==> src/rtl/layn_pkg.sv <==
// ----------------------------------------------------------------------------
// layn_pkg
// Shared widths, register indexes and saturation helper for the row
// layer normalization block.
// ----------------------------------------------------------------------------
package layn_pkg;

  localparam int DATA_W     = 32;
  localparam int MAX_ROW    = 64;
  localparam int ADDR_W     = 6;
  localparam int CNT_W      = 7;
  localparam int SUM_W      = 38;
  localparam int ACC_W      = 54;
  localparam int DIV_NUM_W  = 56;
  localparam int DIV_DEN_W  = 25;
  localparam int DIV_CNT_W  = 6;
  localparam int SQ_RAD_W   = 50;
  localparam int SQ_ROOT_W  = 25;
  localparam int SQ_REM_W   = 26;
  localparam int SQ_CNT_W   = 5;
  localparam int CFG_IDX_W  = 3;
  localparam int CFG_DATA_W = 16;
  localparam int EPS_W      = 16;
  localparam int MEM_W      = 3 * DATA_W;

  localparam logic [CFG_IDX_W-1:0] CFG_ROW_LENGTH = 3'd0;
  localparam logic [CFG_IDX_W-1:0] CFG_EPSILON    = 3'd1;
  localparam logic [CFG_IDX_W-1:0] CFG_USE_SCALE  = 3'd2;
  localparam logic [CFG_IDX_W-1:0] CFG_USE_BIAS   = 3'd3;

  localparam logic [CNT_W-1:0] ROW_LEN_RESET = 7'd64;
  localparam logic [EPS_W-1:0] EPS_RESET     = 16'd1;

  localparam logic signed [DATA_W-1:0] DATA_MAX = {1'b0, {(DATA_W-1){1'b1}}};
  localparam logic signed [DATA_W-1:0] DATA_MIN = {1'b1, {(DATA_W-1){1'b0}}};

  // Apply a sign to a magnitude and clip to the signed data range.
  function automatic logic signed [DATA_W-1:0] sat_mag(input logic neg,
                                                     input logic [DIV_NUM_W-1:0] m);
    logic [DIV_NUM_W-1:0] lim_pos;
    logic [DIV_NUM_W-1:0] lim_neg;
    logic signed [DATA_W-1:0] r;
    lim_pos = {{(DIV_NUM_W-DATA_W+1){1'b0}}, {(DATA_W-1){1'b1}}};
    lim_neg = lim_pos + 1'b1;
    if (neg) begin
      if (m > lim_neg) r = DATA_MIN;
      else r = -$signed(m[DATA_W-1:0]);
    end else begin
      if (m > lim_pos) r = DATA_MAX;
      else r = $signed(m[DATA_W-1:0]);
    end
    return r;
  endfunction

endpackage

==> src/rtl/layn_sqrt.sv <==
// ----------------------------------------------------------------------------
// layn_sqrt
// Digit-by-digit integer square root, one root bit per cycle (floor).
// ----------------------------------------------------------------------------
module layn_sqrt (
  input  logic                            clk,
  input  logic                            rst_n,
  input  logic                            start,
  input  logic [layn_pkg::SQ_RAD_W-1:0]   rad,
  output logic                            done,
  output logic [layn_pkg::SQ_ROOT_W-1:0]  root
);
  import layn_pkg::*;

  logic                  busy_r;
  logic                  done_r;
  logic [SQ_CNT_W-1:0]   cnt_r;
  logic [SQ_RAD_W-1:0]   rad_r;
  logic [SQ_REM_W-1:0]   rem_r;
  logic [SQ_ROOT_W-1:0]  root_r;
  logic [SQ_REM_W+1:0]   rem_sh;
  logic [SQ_REM_W+1:0]   trial;
  logic [SQ_REM_W+1:0]   rem_sub;
  logic                  ge;

  assign rem_sh  = {rem_r, rad_r[SQ_RAD_W-1 -: 2]};
  assign trial   = {1'b0, root_r, 2'b01};
  assign ge      = rem_sh >= trial;
  assign rem_sub = rem_sh - trial;

  always_ff @(posedge clk) begin
    if (!rst_n) begin
      busy_r <= 1'b0;
      done_r <= 1'b0;
      cnt_r  <= '0;
    end else begin
      done_r <= 1'b0;
      if (start) begin
        busy_r <= 1'b1;
        cnt_r  <= '0;
      end else if (busy_r) begin
        cnt_r <= cnt_r + 1'b1;
        if (cnt_r == SQ_CNT_W'(SQ_ROOT_W - 1)) begin
          busy_r <= 1'b0;
          done_r <= 1'b1;
        end
      end
    end
  end

  always_ff @(posedge clk) begin
    if (start) begin
      rad_r  <= rad;
      rem_r  <= '0;
      root_r <= '0;
    end else if (busy_r) begin
      rad_r  <= {rad_r[SQ_RAD_W-3:0], 2'b00};
      rem_r  <= ge ? rem_sub[SQ_REM_W-1:0] : rem_sh[SQ_REM_W-1:0];
      root_r <= {root_r[SQ_ROOT_W-2:0], ge};
    end
  end

  assign done = done_r;
  assign root = root_r;

endmodule

==> config.mk <==
export PLATFORM = sky130hd
export DESIGN_NAME = layn_sqrt
export DESIGN_NICKNAME = d
export VERILOG_FILES = /design/src/rtl/layn_pkg.sv /design/src/rtl/layn_sqrt.sv
export SDC_FILE = /design/constraint.sdc
export NUM_CORES = 1
export LEC_CHECK = 0
export ABC_AREA = 1
export BUFFER_PORTS_ARGS = -buffer_cell sky130_fd_sc_hd__clkbuf_2
export CAP_MARGIN = 0
export CORE_ASPECT_RATIO = 0.6
export CORE_MARGIN = 2
export CORE_UTILIZATION = 26
export CTS_CLUSTER_DIAMETER = 30
export DETAILED_ROUTE_END_ITERATION = 10
export HOLD_SLACK_MARGIN = 0.02
export SYNTH_ARGS = -nofsm -noshare
export SYNTH_HDL_FRONTEND = slang
export SYNTH_SLANG_ARGS = --single-unit
==> constraint.sdc <==
create_clock -name clk -period 3.3 [get_ports clk]
set_input_delay 0.66 -clock clk [delete_from_list [all_inputs] [get_ports clk]]
set_output_delay 0.66 -clock clk [all_outputs]
set_load 0.005 [all_outputs]
# --- Yosys cells after proc, flatten, opt, wreduce, memory -nomap -nowiden ---
# Index checks and enable logic that the tools add are counted.
# Widths: inputs -> output; s select.
word_totals:
  register_bits: 108
classes:
  n_eq_ne: 1
  magnitude_cmp: 1
  mux: 7
  n_addsub: 2
  n_bitwise: 2
  n_reduce_logical: 3
ops:
  columns: ["op", "n"]
  rows:
  - ["$mux 50", 2]
  - ["$ge 28x27->1", 1]
  - ["$mux 26", 1]
  - ["$sub 26x26->26", 1]
  - ["$add 5x1->5 const B", 1]
  - ["$eq 5x5->1 const B", 1]
  - ["$mux 1", 4]
  - ["$reduce_or 3->1", 1]
  - ["$not 1->1", 2]
  - ["$reduce_bool 2->1", 1]
  - ["$reduce_or 2->1", 1]

# --- Longest topological paths before layout ---
logic_depth:
  word_depth: 4
  depth_mapped: 15
  depth_no_buf: 15

# --- Worst setup path before layout ---
# No wires, ideal clock.
synth_timing:
  kind: "input -> register"
  startpoint: "input start"
  endpoint: "register rad_r[0] (enable)"
  t_arrival_ns: 2.789
  setup_slack_ns: 0.077
  path_stages: 4
  n_path_buf: 2
  path_cell_list: "clkbuf_1 > nor2_1 > clkinv_1 > clkbuf_1"
synth_between:
  elab_chain_len: 1
synth_lines:
  columns: ["element", "line_no", "rtl"]
  rows:
  - ["from (decl)", "layn_sqrt.sv:8", "input logic start,"]
  - ["$reduce_bool 2->1 (no line)", null, null]
  - ["to (signal assigned)", "layn_sqrt.sv:53", "rad_r <= rad;"]
  - ["to (signal assigned)", "layn_sqrt.sv:57", "rad_r <= {rad_r[SQ_RAD_W-3:0], 2'b00};"]
  - ["to (decl)", "layn_sqrt.sv:18", "logic [SQ_RAD_W-1:0] rad_r;"]
# No other way between the ends.
# A chain may end at the register's enable or synchronous reset.

# --- Final worst setup path ---
layout_timing:
  startpoint: "register root_r[1], in the netlist root[1]"
  endpoint: "register rem_r[21]"
layout_between:
  elab_chain_len: 2
  word_cells_on_any_way: 3
layout_lines:
  columns: ["element", "line_no", "rtl"]
  rows:
  - ["from (decl)", "layn_sqrt.sv:20", "logic [SQ_ROOT_W-1:0] root_r;"]
  - ["from (signal assigned)", "layn_sqrt.sv:59", "root_r <= {root_r[SQ_ROOT_W-2:0], ge};"]
  - ["$sub 26x26->26 / $ge 28x27->1 (equally long branches)", "layn_sqrt.sv:29, layn_sqrt.sv:28", null]
  - ["$mux 26 (*)", "layn_sqrt.sv:58", "rem_r <= ge ? rem_sub[SQ_REM_W-1:0] : rem_sh[SQ_REM_W-1:0];"]
  - ["to (signal assigned)", "layn_sqrt.sv:58", null]
  - ["to (decl)", "layn_sqrt.sv:19", "logic [SQ_REM_W-1:0] rem_r;"]
# Every way passes the cells marked *; elsewhere a longest branch is shown, timed or not.

==> flow_summary.json <==
{
  "maxCapViolations": 0,
  "die_area_um2": 24800,
  "avgRoutedWirePerCell_um": 13.8,
  "setup_viol": 0,
  "ys.flop_type": "dfxtp_1",
  "area_growth_pct": 17.3,
  "syn_nets": 938,
  "layout-drive-gt1-share_pct": 12.7,
  "core_area_um2": 23100,
  "min_path_type": "reg2reg",
  "holdBufCountCts": 0,
  "final_common_cell": "nand2_1",
  "initial_core_util_pct": 26.5,
  "critical_path_class": "reg2reg",
  "cts_sinks": 108,
  "tightest_slew_ns": 0.546,
  "startpoint_type": "flop",
  "ir_worst_vdd_v": 0.000314,
  "rr_startpoint": "root[1]",
  "hold_depth": 2,
  "ys_seq_area_share_pct": 43.5,
  "async_flop_share_pct": 0,
  "synth_top_area_share_pct": 24.5,
  "hold_slack_ns": 0.462,
  "cts_root_buffer": "clkbuf_16",
  "cp_data_arrival_time_ns": 2.98,
  "cts_buffers": 9,
  "hp-start": "rem_r[24]",
  "report.final.slew_viol_count": 0,
  "clkLatencyLatePin_ns": 0.37,
  "grt_overflow_total": 0,
  "rows": 43,
  "dr.pass1.iters": 5,
  "cts_setup_buffers": 0,
  "synth-edff-count": 50,
  "path_max_fanout": 27,
  "p_per_area_nw_per_um2": 833,
  "avgSynthCellArea_um2": 7.15,
  "final_cells": 1252,
  "grt.total_usage_pct": 14.4,
  "worstHoldEndpoint": "rem_r[24]",
  "min_period_over_period_pct": 82.2,
  "hold_violations": 0,
  "diodes": 0,
  "fmaxAchievable_mhz": 368,
  "endpoint_kind": "flop",
  "via_per_inst": 4.43,
  "dp_cells": 1236,
  "mostFrequentLayoutCells": "357 x nand2_1, 112 x inv_1, 78 x clkbuf_2",
  "io-pin-count": 79,
  "synth_area_um2": 6120,
  "fin_skew_ns": 0.00622,
  "fp.dieW_um": 202,
  "port_buffers": 78,
  "timing.rr.end": "rem_r[21]",
  "grt_pass1_vias": 4976,
  "cts_tree": "built",
  "ys_ff_latch": 108,
  "vias": 5545,
  "r2r_slack_ns": 0.59,
  "synth.area.top_cells": "edfxtp_1 25%, nand2_1 22%, dfxtp_1 19%",
  "drt_iter0_drc": 422,
  "cts_resized": 0,
  "clk_pin_slew_ns": 0.08,
  "die_h_um": 123,
  "postSynthCellCount": 856,
  "htree_num_levels": 3,
  "r2r.worst_path.cells": 12,
  "gp_congestion": 0.914,
  "drt_wl_total_um": 17300,
  "route.detailed.drc": 0,
  "synth_area_leader_cell": "edfxtp_1",
  "ys_types": 34,
  "grt_max_degree": 36,
  "nets": 1014,
  "grt_first_pass_wirelength_um": 27300,
  "ys.warnings.count": 0,
  "required_ns": 3.56,
  "antenna_found_initial": 0,
  "period_needed_ns": 2.71,
  "postRouteAntennaNets": 0,
  "ctsLongestPathBuffers": 2,
  "n_fill_cell": 2555,
  "rsz0062_at_grt": "false",
  "slew-limit-headroom_pct": 63.5,
  "power.leakage_nw": 3.68,
  "tns_ns": 0,
  "dpl.hpwl_um": 13300,
  "status": "finished, final reports clean"
}
==> registers in the layout (all words and copies together) (netlist names) <==
register,cells
rad_r,50
rem_r,26
root,25
cnt_r,5
busy_r,1
done,1
==> synthesized netlist by cell type (all sizes together), types with 2 or more instances <==
cell type,number
nand2,360
inv,113
dfxtp,58
edfxtp,50
nor2,49
nand3,48
ha,29
a21oi,28
o22ai,24
o21ai,19
clkbuf,17
nor3,9
buf,8
nand4,8
o211ai,8
xnor2,8
o21bai,5
or2,4
nand3b,2
xor2,2
==> how the worst max path moves through the flow <==
| stage | start | slack (ns) | cells after the start | end |
|---|---|---|---|---|
| 4_1_cts | root[1] | 0.62 | 13 | rem_r[25] |
| 3_3_place_gp | root[10] | 0.67 | 11 | rem_r[13] |
| 3_5_place_dp | root[1] | 0.63 | 13 | rem_r[25] |
| 6_report | root[1] | 0.59 | 12 | rem_r[21] |
| 2_1_floorplan | start | 0.08 | 4 | rad_r[0] |
| 5_1_grt | root[13] | 0.31 | 11 | rem_r[16] |
==> per-layer routing <==
layer | routed length (um) | track usage (%) | part of all wire (%) | vias up
li1 | - | - | - | 2892
met1 | 9680 | 23.6 | 56 | 2479
met2 | 5850 | 17.0 | 34 | 165
met3 | 1640 | 4.86 | 9.5 | 9
met4 | 121 | 3.06 | 0.70 | 0
met5 | 0 | 0 | 0 | -
==> worst max-delay path: stages (launching register included) <==
cell and delay (ns):
dfxtp_1 0.37, inv_1 0.09, ha_1 0.38, a21oi_1 0.24
nand2_1 0.19, nand2_1 0.13, nand3_2 0.11, nand3_1 0.14
nand2_2 0.34, inv_1 0.38, nand2_1 0.08, nand3_1 0.11
nand2_1 0.05
==> cell type report <==
class	count	area (um2)	area share (%)
clock buffer	9	225	3.13
clock inverter	7	75.1	1.04
inverter	114	428	5.96
multi-input combinational	609	2910	40.5
sequential	108	2660	37.1
tap	315	394	5.49
timing repair buffer	90	493	6.86
==> cell families after synthesis <==
kind of cell,synth area share (%)
simple gates,31.8
buf+inv,9.05
flops,43.5
compound gates,8.36
fa+ha+maj,5.93
xor+xnor,1.43
==> where the power goes <==
part	switching [W]	total [W]	internal, W	leakage, nW
Clock	0.000577	0.00112	0.000542	0.145
Sequential	0.0000955	0.00166	0.00157	0.985
Combinational	0.00215	0.00320	0.00106	2.55
==> through the flow <==
stage          cell area, um2  power (W)  setup slack [ns]  util (%)
2_1_floorplan            6120    0.00405            0.0768         -
3_3_place_gp             6880    0.00482             0.669      29.8
3_5_place_dp             6880    0.00482             0.631      29.8
4_1_cts                  7180    0.00597             0.617      31.1
5_1_grt                  7180    0.00652             0.309      31.1
6_report                 7180    0.00598             0.586      31.1
Power figures use the tool's default switching activity.
