File: src/rtl/layn_pkg.sv
// ----------------------------------------------------------------------------
// layn_pkg
// Shared widths, register indexes and saturation helper for the row
// layer normalization block.
// ----------------------------------------------------------------------------
package layn_pkg;

  localparam int DATA_W     = 32;
  localparam int MAX_ROW    = 64;
  localparam int ADDR_W     = 6;
  localparam int CNT_W      = 7;
  localparam int SUM_W      = 38;
  localparam int ACC_W      = 54;
  localparam int DIV_NUM_W  = 56;
  localparam int DIV_DEN_W  = 25;
  localparam int DIV_CNT_W  = 6;
  localparam int SQ_RAD_W   = 50;
  localparam int SQ_ROOT_W  = 25;
  localparam int SQ_REM_W   = 26;
  localparam int SQ_CNT_W   = 5;
  localparam int CFG_IDX_W  = 3;
  localparam int CFG_DATA_W = 16;
  localparam int EPS_W      = 16;
  localparam int MEM_W      = 3 * DATA_W;

  localparam logic [CFG_IDX_W-1:0] CFG_ROW_LENGTH = 3'd0;
  localparam logic [CFG_IDX_W-1:0] CFG_EPSILON    = 3'd1;
  localparam logic [CFG_IDX_W-1:0] CFG_USE_SCALE  = 3'd2;
  localparam logic [CFG_IDX_W-1:0] CFG_USE_BIAS   = 3'd3;

  localparam logic [CNT_W-1:0] ROW_LEN_RESET = 7'd64;
  localparam logic [EPS_W-1:0] EPS_RESET     = 16'd1;

  localparam logic signed [DATA_W-1:0] DATA_MAX = {1'b0, {(DATA_W-1){1'b1}}};
  localparam logic signed [DATA_W-1:0] DATA_MIN = {1'b1, {(DATA_W-1){1'b0}}};

  // Apply a sign to a magnitude and clip to the signed data range.
  function automatic logic signed [DATA_W-1:0] sat_mag(input logic neg,
                                                     input logic [DIV_NUM_W-1:0] m);
    logic [DIV_NUM_W-1:0] lim_pos;
    logic [DIV_NUM_W-1:0] lim_neg;
    logic signed [DATA_W-1:0] r;
    lim_pos = {{(DIV_NUM_W-DATA_W+1){1'b0}}, {(DATA_W-1){1'b1}}};
    lim_neg = lim_pos + 1'b1;
    if (neg) begin
      if (m > lim_neg) r = DATA_MIN;
      else r = -$signed(m[DATA_W-1:0]);
    end else begin
      if (m > lim_pos) r = DATA_MAX;
      else r = $signed(m[DATA_W-1:0]);
    end
    return r;
  endfunction

endpackage

File: src/rtl/layn_div.sv
// ----------------------------------------------------------------------------
// layn_div
// Restoring divider, one quotient bit per cycle, shared by mean, variance
// and per-element normalization.
// ----------------------------------------------------------------------------
module layn_div (
  input  logic                            clk,
  input  logic                            rst_n,
  input  logic                            start,
  input  logic [layn_pkg::DIV_NUM_W-1:0]  num,
  input  logic [layn_pkg::DIV_DEN_W-1:0]  den,
  output logic                            done,
  output logic [layn_pkg::DIV_NUM_W-1:0]  quo
);
  import layn_pkg::*;

  logic                   busy_r;
  logic                   done_r;
  logic [DIV_CNT_W-1:0]   cnt_r;
  logic [DIV_NUM_W-1:0]   num_r;
  logic [DIV_NUM_W-1:0]   quo_r;
  logic [DIV_DEN_W-1:0]   den_r;
  logic [DIV_DEN_W-1:0]   rem_r;
  logic [DIV_DEN_W:0]     rem_sh;
  logic                   ge;
  logic [DIV_DEN_W:0]     rem_sub;

  assign rem_sh  = {rem_r, num_r[DIV_NUM_W-1]};
  assign ge      = rem_sh >= {1'b0, den_r};
  assign rem_sub = rem_sh - {1'b0, den_r};

  always_ff @(posedge clk) begin
    if (!rst_n) begin
      busy_r <= 1'b0;
      done_r <= 1'b0;
      cnt_r  <= '0;
    end else begin
      done_r <= 1'b0;
      if (start) begin
        busy_r <= 1'b1;
        cnt_r  <= '0;
      end else if (busy_r) begin
        cnt_r <= cnt_r + 1'b1;
        if (cnt_r == DIV_CNT_W'(DIV_NUM_W - 1)) begin
          busy_r <= 1'b0;
          done_r <= 1'b1;
        end
      end
    end
  end

  // datapath: shift one numerator bit into the remainder per step
  always_ff @(posedge clk) begin
    if (start) begin
      num_r <= num;
      den_r <= den;
      rem_r <= '0;
      quo_r <= '0;
    end else if (busy_r) begin
      num_r <= {num_r[DIV_NUM_W-2:0], 1'b0};
      rem_r <= ge ? rem_sub[DIV_DEN_W-1:0] : rem_sh[DIV_DEN_W-1:0];
      quo_r <= {quo_r[DIV_NUM_W-2:0], ge};
    end
  end

  assign done = done_r;
  assign quo  = quo_r;

endmodule

File: config.mk
export PLATFORM = sky130hd
export DESIGN_NAME = layn_div
export DESIGN_NICKNAME = d
export VERILOG_FILES = /design/src/rtl/layn_pkg.sv /design/src/rtl/layn_div.sv
export SDC_FILE = /design/constraint.sdc
export NUM_CORES = 1
export LEC_CHECK = 0
export BUFFER_PORTS_ARGS = -buffer_cell sky130_fd_sc_hd__buf_2
export CORE_MARGIN = 8
export CORE_UTILIZATION = 50
export CTS_CLUSTER_DIAMETER = 50
export DETAILED_ROUTE_END_ITERATION = 10
export PLACE_DENSITY = 0.76
export SYNTH_ARGS = -nofsm -noshare
export SYNTH_HDL_FRONTEND = slang
export SYNTH_SLANG_ARGS = --single-unit
File: constraint.sdc
create_clock -name clk -period 2.9 [get_ports clk]
set_input_delay 0 -clock clk [delete_from_list [all_inputs] [get_ports clk]]
set_output_delay 0 -clock clk [all_outputs]
set_load 0.01 [all_outputs]
# Word-level counts from Yosys, hierarchy flattened
# Index checks and enable logic that the tools add are counted.
dict set report word_totals {
  input_bits 84
  out_inout_bits 57
  reg_bits 170
  elab_cells 23
}
dict set report classes {
  n_lt_le_gt_ge 1
  n_eq_ne 1
  addsub 2
  n_mux 7
  n_bitwise 2
  reduce_logical 3
}
# operator count
set ops {}
lappend ops {{2-to-1 mux 56 bit} 2}
lappend ops {{greater-or-equal comparator 26 x 25 -> 1 bit} 1}
lappend ops {{2-to-1 mux 25 bit} 1}
lappend ops {{subtractor 25 bit} 1}
lappend ops {{adder 6 x 1 -> 6 bit (second input constant)} 1}
lappend ops {{equality test 6 bit (second input constant)} 1}
lappend ops {{2-to-1 mux 1 bit} 4}
lappend ops {{OR reduction 3 bit} 1}
lappend ops {{NOT 1 bit} 2}
lappend ops {{nonzero test 2 bit} 1}
lappend ops {{OR reduction 2 bit} 1}

# Longest topological paths before layout
dict set report depth {
  depth_word 4
  mapped_depth 14
  ltp_nobuf 12
}

# Least setup slack after synthesis
# OpenSTA, ideal clock, no wires.
dict set report synth_timing {
  kind {register to register}
  start {reg den_r[1]}
  end {reg rem_r[23]}
  setup_time_ps 123
  period_less_slack_ps 2766
  t_required_ps 2777
  arrival_time_ps 2643
  stages_incl_launch_ff 11
  path_buffers 0
  slack_ps 134
  cell_sequence {edfxtp_1 > inv_1 > ha_1 > nor2b_4 > o31a_1 > o311a_1 > a221o_1 > a2111oi_4 > nor4b_1 > a311oi_1 > o21ai_1}
}
dict set report synth_via {
  elab_chain_cells 2
  word_cells_on_any_way 3
  cone_classes {add/sub (1); order compare (1); mux (1)}
}
# item line
set synth_rtl {}
lappend synth_rtl {{start, declared} layn_div.sv:22} ;# logic [DIV_DEN_W-1:0] den_r;
lappend synth_rtl {{start signal, assigned} layn_div.sv:56} ;# den_r <= den;
lappend synth_rtl {{subtractor 25 bit / greater-or-equal comparator 26 x 25 -> 1 bit (equally long branches)} {layn_div.sv:30, layn_div.sv:29}}
lappend synth_rtl {{2-to-1 mux 25 bit (*)} layn_div.sv:61} ;# rem_r <= ge ? rem_sub[DIV_DEN_W-1:0] : rem_sh[DIV_DEN_W-1:0];
lappend synth_rtl {{end signal, assigned} layn_div.sv:61}
lappend synth_rtl {{end, declared} layn_div.sv:23} ;# logic [DIV_DEN_W-1:0] rem_r;
# Every way passes the cells marked *; elsewhere a longest branch is shown, timed or not.
# A chain may end at the register's enable or synchronous reset.

# Worst setup path in the final report
# Same ends and word-level chain as after synthesis.

==> summary.md <==
| Metric | Value |
|---|---|
| Layout fillers | `roughly 1200` |
| Sequential share of the synthesized area | `about 54%` |
| Leak Pwr | `approximately 4.3 nW` |
| CP Buf/Inv Count | `1` |
| Setup ws final | `between 0.15 and 0.2 ns` |
| Minimum setup slack after placement | `approximately 0.002 ns` |
| Delay-heaviest family, CP | `compound AO/OA/AOI/OAI gates` |
| Worst Path Max Fanout | `4` |
| Peak VDD IR | `0.4446 mV` |
| Largest net degree at the start of global routing | `85` |
| Fin cells | `between 1000 and 1500` |
| Clk pwr share | `approximately two fifths` |
| Iter 0 DRT Violations | `around 350` |
| Fin. max-slew vios | `0` |
| EDFF count, synth | `81` |
| Fmax | `approximately 360 MHz` |
| Share of layout cells above drive strength 1 | `a little over a quarter` |
| Ys flop type | `dfxtp_1` |
| Remaining DRCs | `0` |
| Distinct cells, synth | `about 50` |
| CP Capture Type | `flip-flop` |
| Most common cell in the netlist | `nor2_1` |
| Tot Pwr | `between 5 and 6 mW` |
| Cell Pwr Density | `between 500 and 600 nW/um^2` |
| Slew Limit Headroom | `a little under half` |
| Global Route Usage Sum | `18.34%` |
| Tightest Hold Check Type | `input pin to flip-flop` |
| P_int | `~4.2 mW` |
| Worst Max-Slew Pin Slew | `just under 0.8 ns` |
| Net Sw Frac | `between 20% and 30%` |
| Synth Net Count | `between 800 and 900` |
| WL per Instance | `between 15 and 20 microns` |
| Critical Path AT | `3.04 ns` |
| Minimum clock period | `2.743 ns` |
| Core ar. | `between 15000 and 20000 sq um` |
| Initial antenna violation count | `1` |
| Worst endpoint required time | `3.20 ns` |
| Final wirelength | `18230 microns` |
| Flops & latches, synth | `170` |
| Combinational Power Share | `between 10 and 15%` |
| # setup viols final | `0` |
| Number of global-route vias before repair | `between 5000 and 6000` |
| CTS clock-pin slew for the worst setup and hold paths | `0.07 ns` |
| Total grt overflow | `0` |
| Max Cap Viol | `0` |
| Dpl cells | `between 1000 and 1500` |
| Port bufs | `between 100 and 150` |
| Synthesis Warnings | `0` |
| Ranking of synthesized cells by area | `edfxtp_1, dfxtp_1, mux2_2` |
| Vias per std cell | `between 5 and 6` |
| Status | `completed` |
| Final nets | `between 1000 and 1500` |
| Inserted Clock Buffers | `17` |
| Root buffer cell | `clkbuf_16` |
| Die width | `about 140 microns` |
| NetSw | `~1.3 mW` |
| Fraction of power consumed by sequential logic | `between 40% and 50%` |
| Hpwl dp | `between 10000 and 15000 microns` |
| Routability congestion estimate from global placement | `between 0.8 and 0.9` |
| H-tree depth | `4` |
| CTS tree | `built` |
| Mean area per synthesized cell | `approximately 11 sq um` |
| Cell Area, Synth | `just under 8000 sq um` |
| Placed Area | `roughly 8700 sq um` |
| List of most frequent post-synthesis cells | `nor2_1, dfxtp_1, edfxtp_1, mux2i_1, mux2_2` |
| Placement row count | `45` |
| CTS sink cnt | `170` |
| Final Skew | `about 0.010 ns` |
| Tcrit/Tclk final | `94.59%` |
| CP Cell Sequence | `inv_1, ha_1, nor2b_4, o31a_1, o311a_1, a221o_1, a2111oi_4, nor4b_1, a311oi_1, o21ai_1` |
| Worst path max stage delay | `~0.43 ns` |
| Critical path class | `flip-flop to flip-flop` |
| P&R area growth vs syn | `30.25%` |
| Ys async rst share | `0%` |
| Starting density of the core | `51.28%` |
| Vias | `approximately 6000` |
| First-pass GRT wire length | `between 20000 and 30000 microns` |
| Minimum hold slack | `0.2919 ns` |
| CP startpoint kind | `flip-flop` |
| Die Y | `140.9 microns` |
| I/O Pins | `approximately 140` |
| Clock Latency Late Sink | `between 0.4 and 0.5 ns` |
| Share of the synthesized area in the top cell type | `between 30% and 40%` |
| Die ar. | `19840 sq um` |
| CP max-delay cell | `a221o_1` |
| Final ANT Viol Nets | `0` |
| Router iterations before antenna repair | `6` |
| Design Area, Final | `just over 10000 sq um` |
| Buffer depth of the longest clock path | `2` |
| Gate Count Post-Synth | `~700` |
| Final Hold Viols | `0` |
| Most area-hungry cell type in the Yosys netlist | `edfxtp_1` |
## placed cells by master (no fill, tap or decap), types with 4 or more instances in the layout
master,synthesis,final
nand2b_1,6,6
buf_4,0,15
a311oi_1,14,13
mux2_2,55,55
buf_2,4,139
nor2_1,101,101
nand2_1,47,47
and2_1,4,4
nand4_1,6,6
xnor2_1,11,11
ha_1,26,25
dfxtp_1,89,87
a21oi_1,23,23
o31ai_1,5,4
nor2b_1,4,4
mux2i_1,60,60
clkinv_2,0,4
nor3_1,8,8
xor2_1,12,12
nand3_1,16,16
a32oi_1,6,6
clkbuf_16,0,18
o21ai_0,17,15
inv_1,32,31
dlygate4sd3_1,0,83
a21o_1,5,5
edfxtp_1,81,81
## final cells by class
type	instances	area [sq um]	area share, %
Sequential cell	170	4219	41.55
Multi-Input combinational cell	463	3352	33.01
Timing Repair Buffer	240	1682	16.56
Clock buffer	23	480.5	4.731
Tap cell	188	235.2	2.316
Inverter	32	120.1	1.183
Clock inverter	9	63.81	0.6284
Antenna cell	1	2.502	0.02464
## worst reg2reg max path, stage by stage, from the launching register on
cell and delay [ns]:
edfxtp_1 0.35, inv_1 0.08, ha_1 0.25, nor2b_4 0.13, o31a_1 0.28, o311a_1 0.33, a221o_1 0.43, a2111oi_4 0.35
nor4b_1 0.10, a311oi_1 0.22, o21ai_1 0.10
## power groups by stage
| stage | logic [mW] | clock network [mW] | registers, mW |
|---|---|---|---|
| CTS | 0.689 | 2.14 | 2.72 |
| global placement | 0.590 | 0 | 2.76 |
| global route | 0.775 | 2.25 | 2.73 |
| finish | 0.704 | 2.11 | 2.72 |
| detailed placement | 0.600 | 0 | 2.77 |
| floorplan | 0.442 | 0 | 2.75 |
## registers in the layout, summed over array words and instances, names as in the netlist
register,count
cnt_r,6
den_r,25
done,1
rem_r,25
num_r,56
busy_r,1
quo,56
## logic make-up after synthesis
kind of cell / share of synthesized area [%]
and+or+nand+nor: 11.12
adders and majority gates: 4.429
muxes: 15.65
xor gates and xnor gates: 2.584
buffers and inverters: 3.194
AOI/OAI and AO/OA: 8.972
DFF: 54.05
## metal layers
metal	GRT usage [%]	share of wire, %	vias to the layer above
met5	0	0	-
met4	5.543	1.4	0
met3	5.604	7.2	20
met2	30.81	49	209
met1	22.18	42	2799
li1	-	-	2967
## final timing paths
kind | from | to | slack, ns | cells past startpoint
min reg2reg | cnt_r[5] | cnt_r[5] | 0.49 | 2
max reg2reg | den_r[1] | rem_r[23] | 0.16 | 10
min | den[14] | den_r[14] | 0.29 | 2
max | den_r[1] | rem_r[23] | 0.16 | 10
## repair_timing
action	in CTS	in global routing
setup endpoints to repair	3	26
resized for setup	2	6
hold buffers	83	0
pin swaps	1	7
setup buffers	0	2
hold endpoints to repair	91	0
## per-stage QoR
step | utilization (%) | setup TNS [ns]
3_5_place_dp | 57.49 | 0
3_3_place_gp | 57.49 | 0
2_1_floorplan | - | 0
4_1_cts | 66.58 | 0
5_1_grt | 66.80 | -0.2215
6_report | 66.80 | 0
Power figures use the tool's default switching activity.
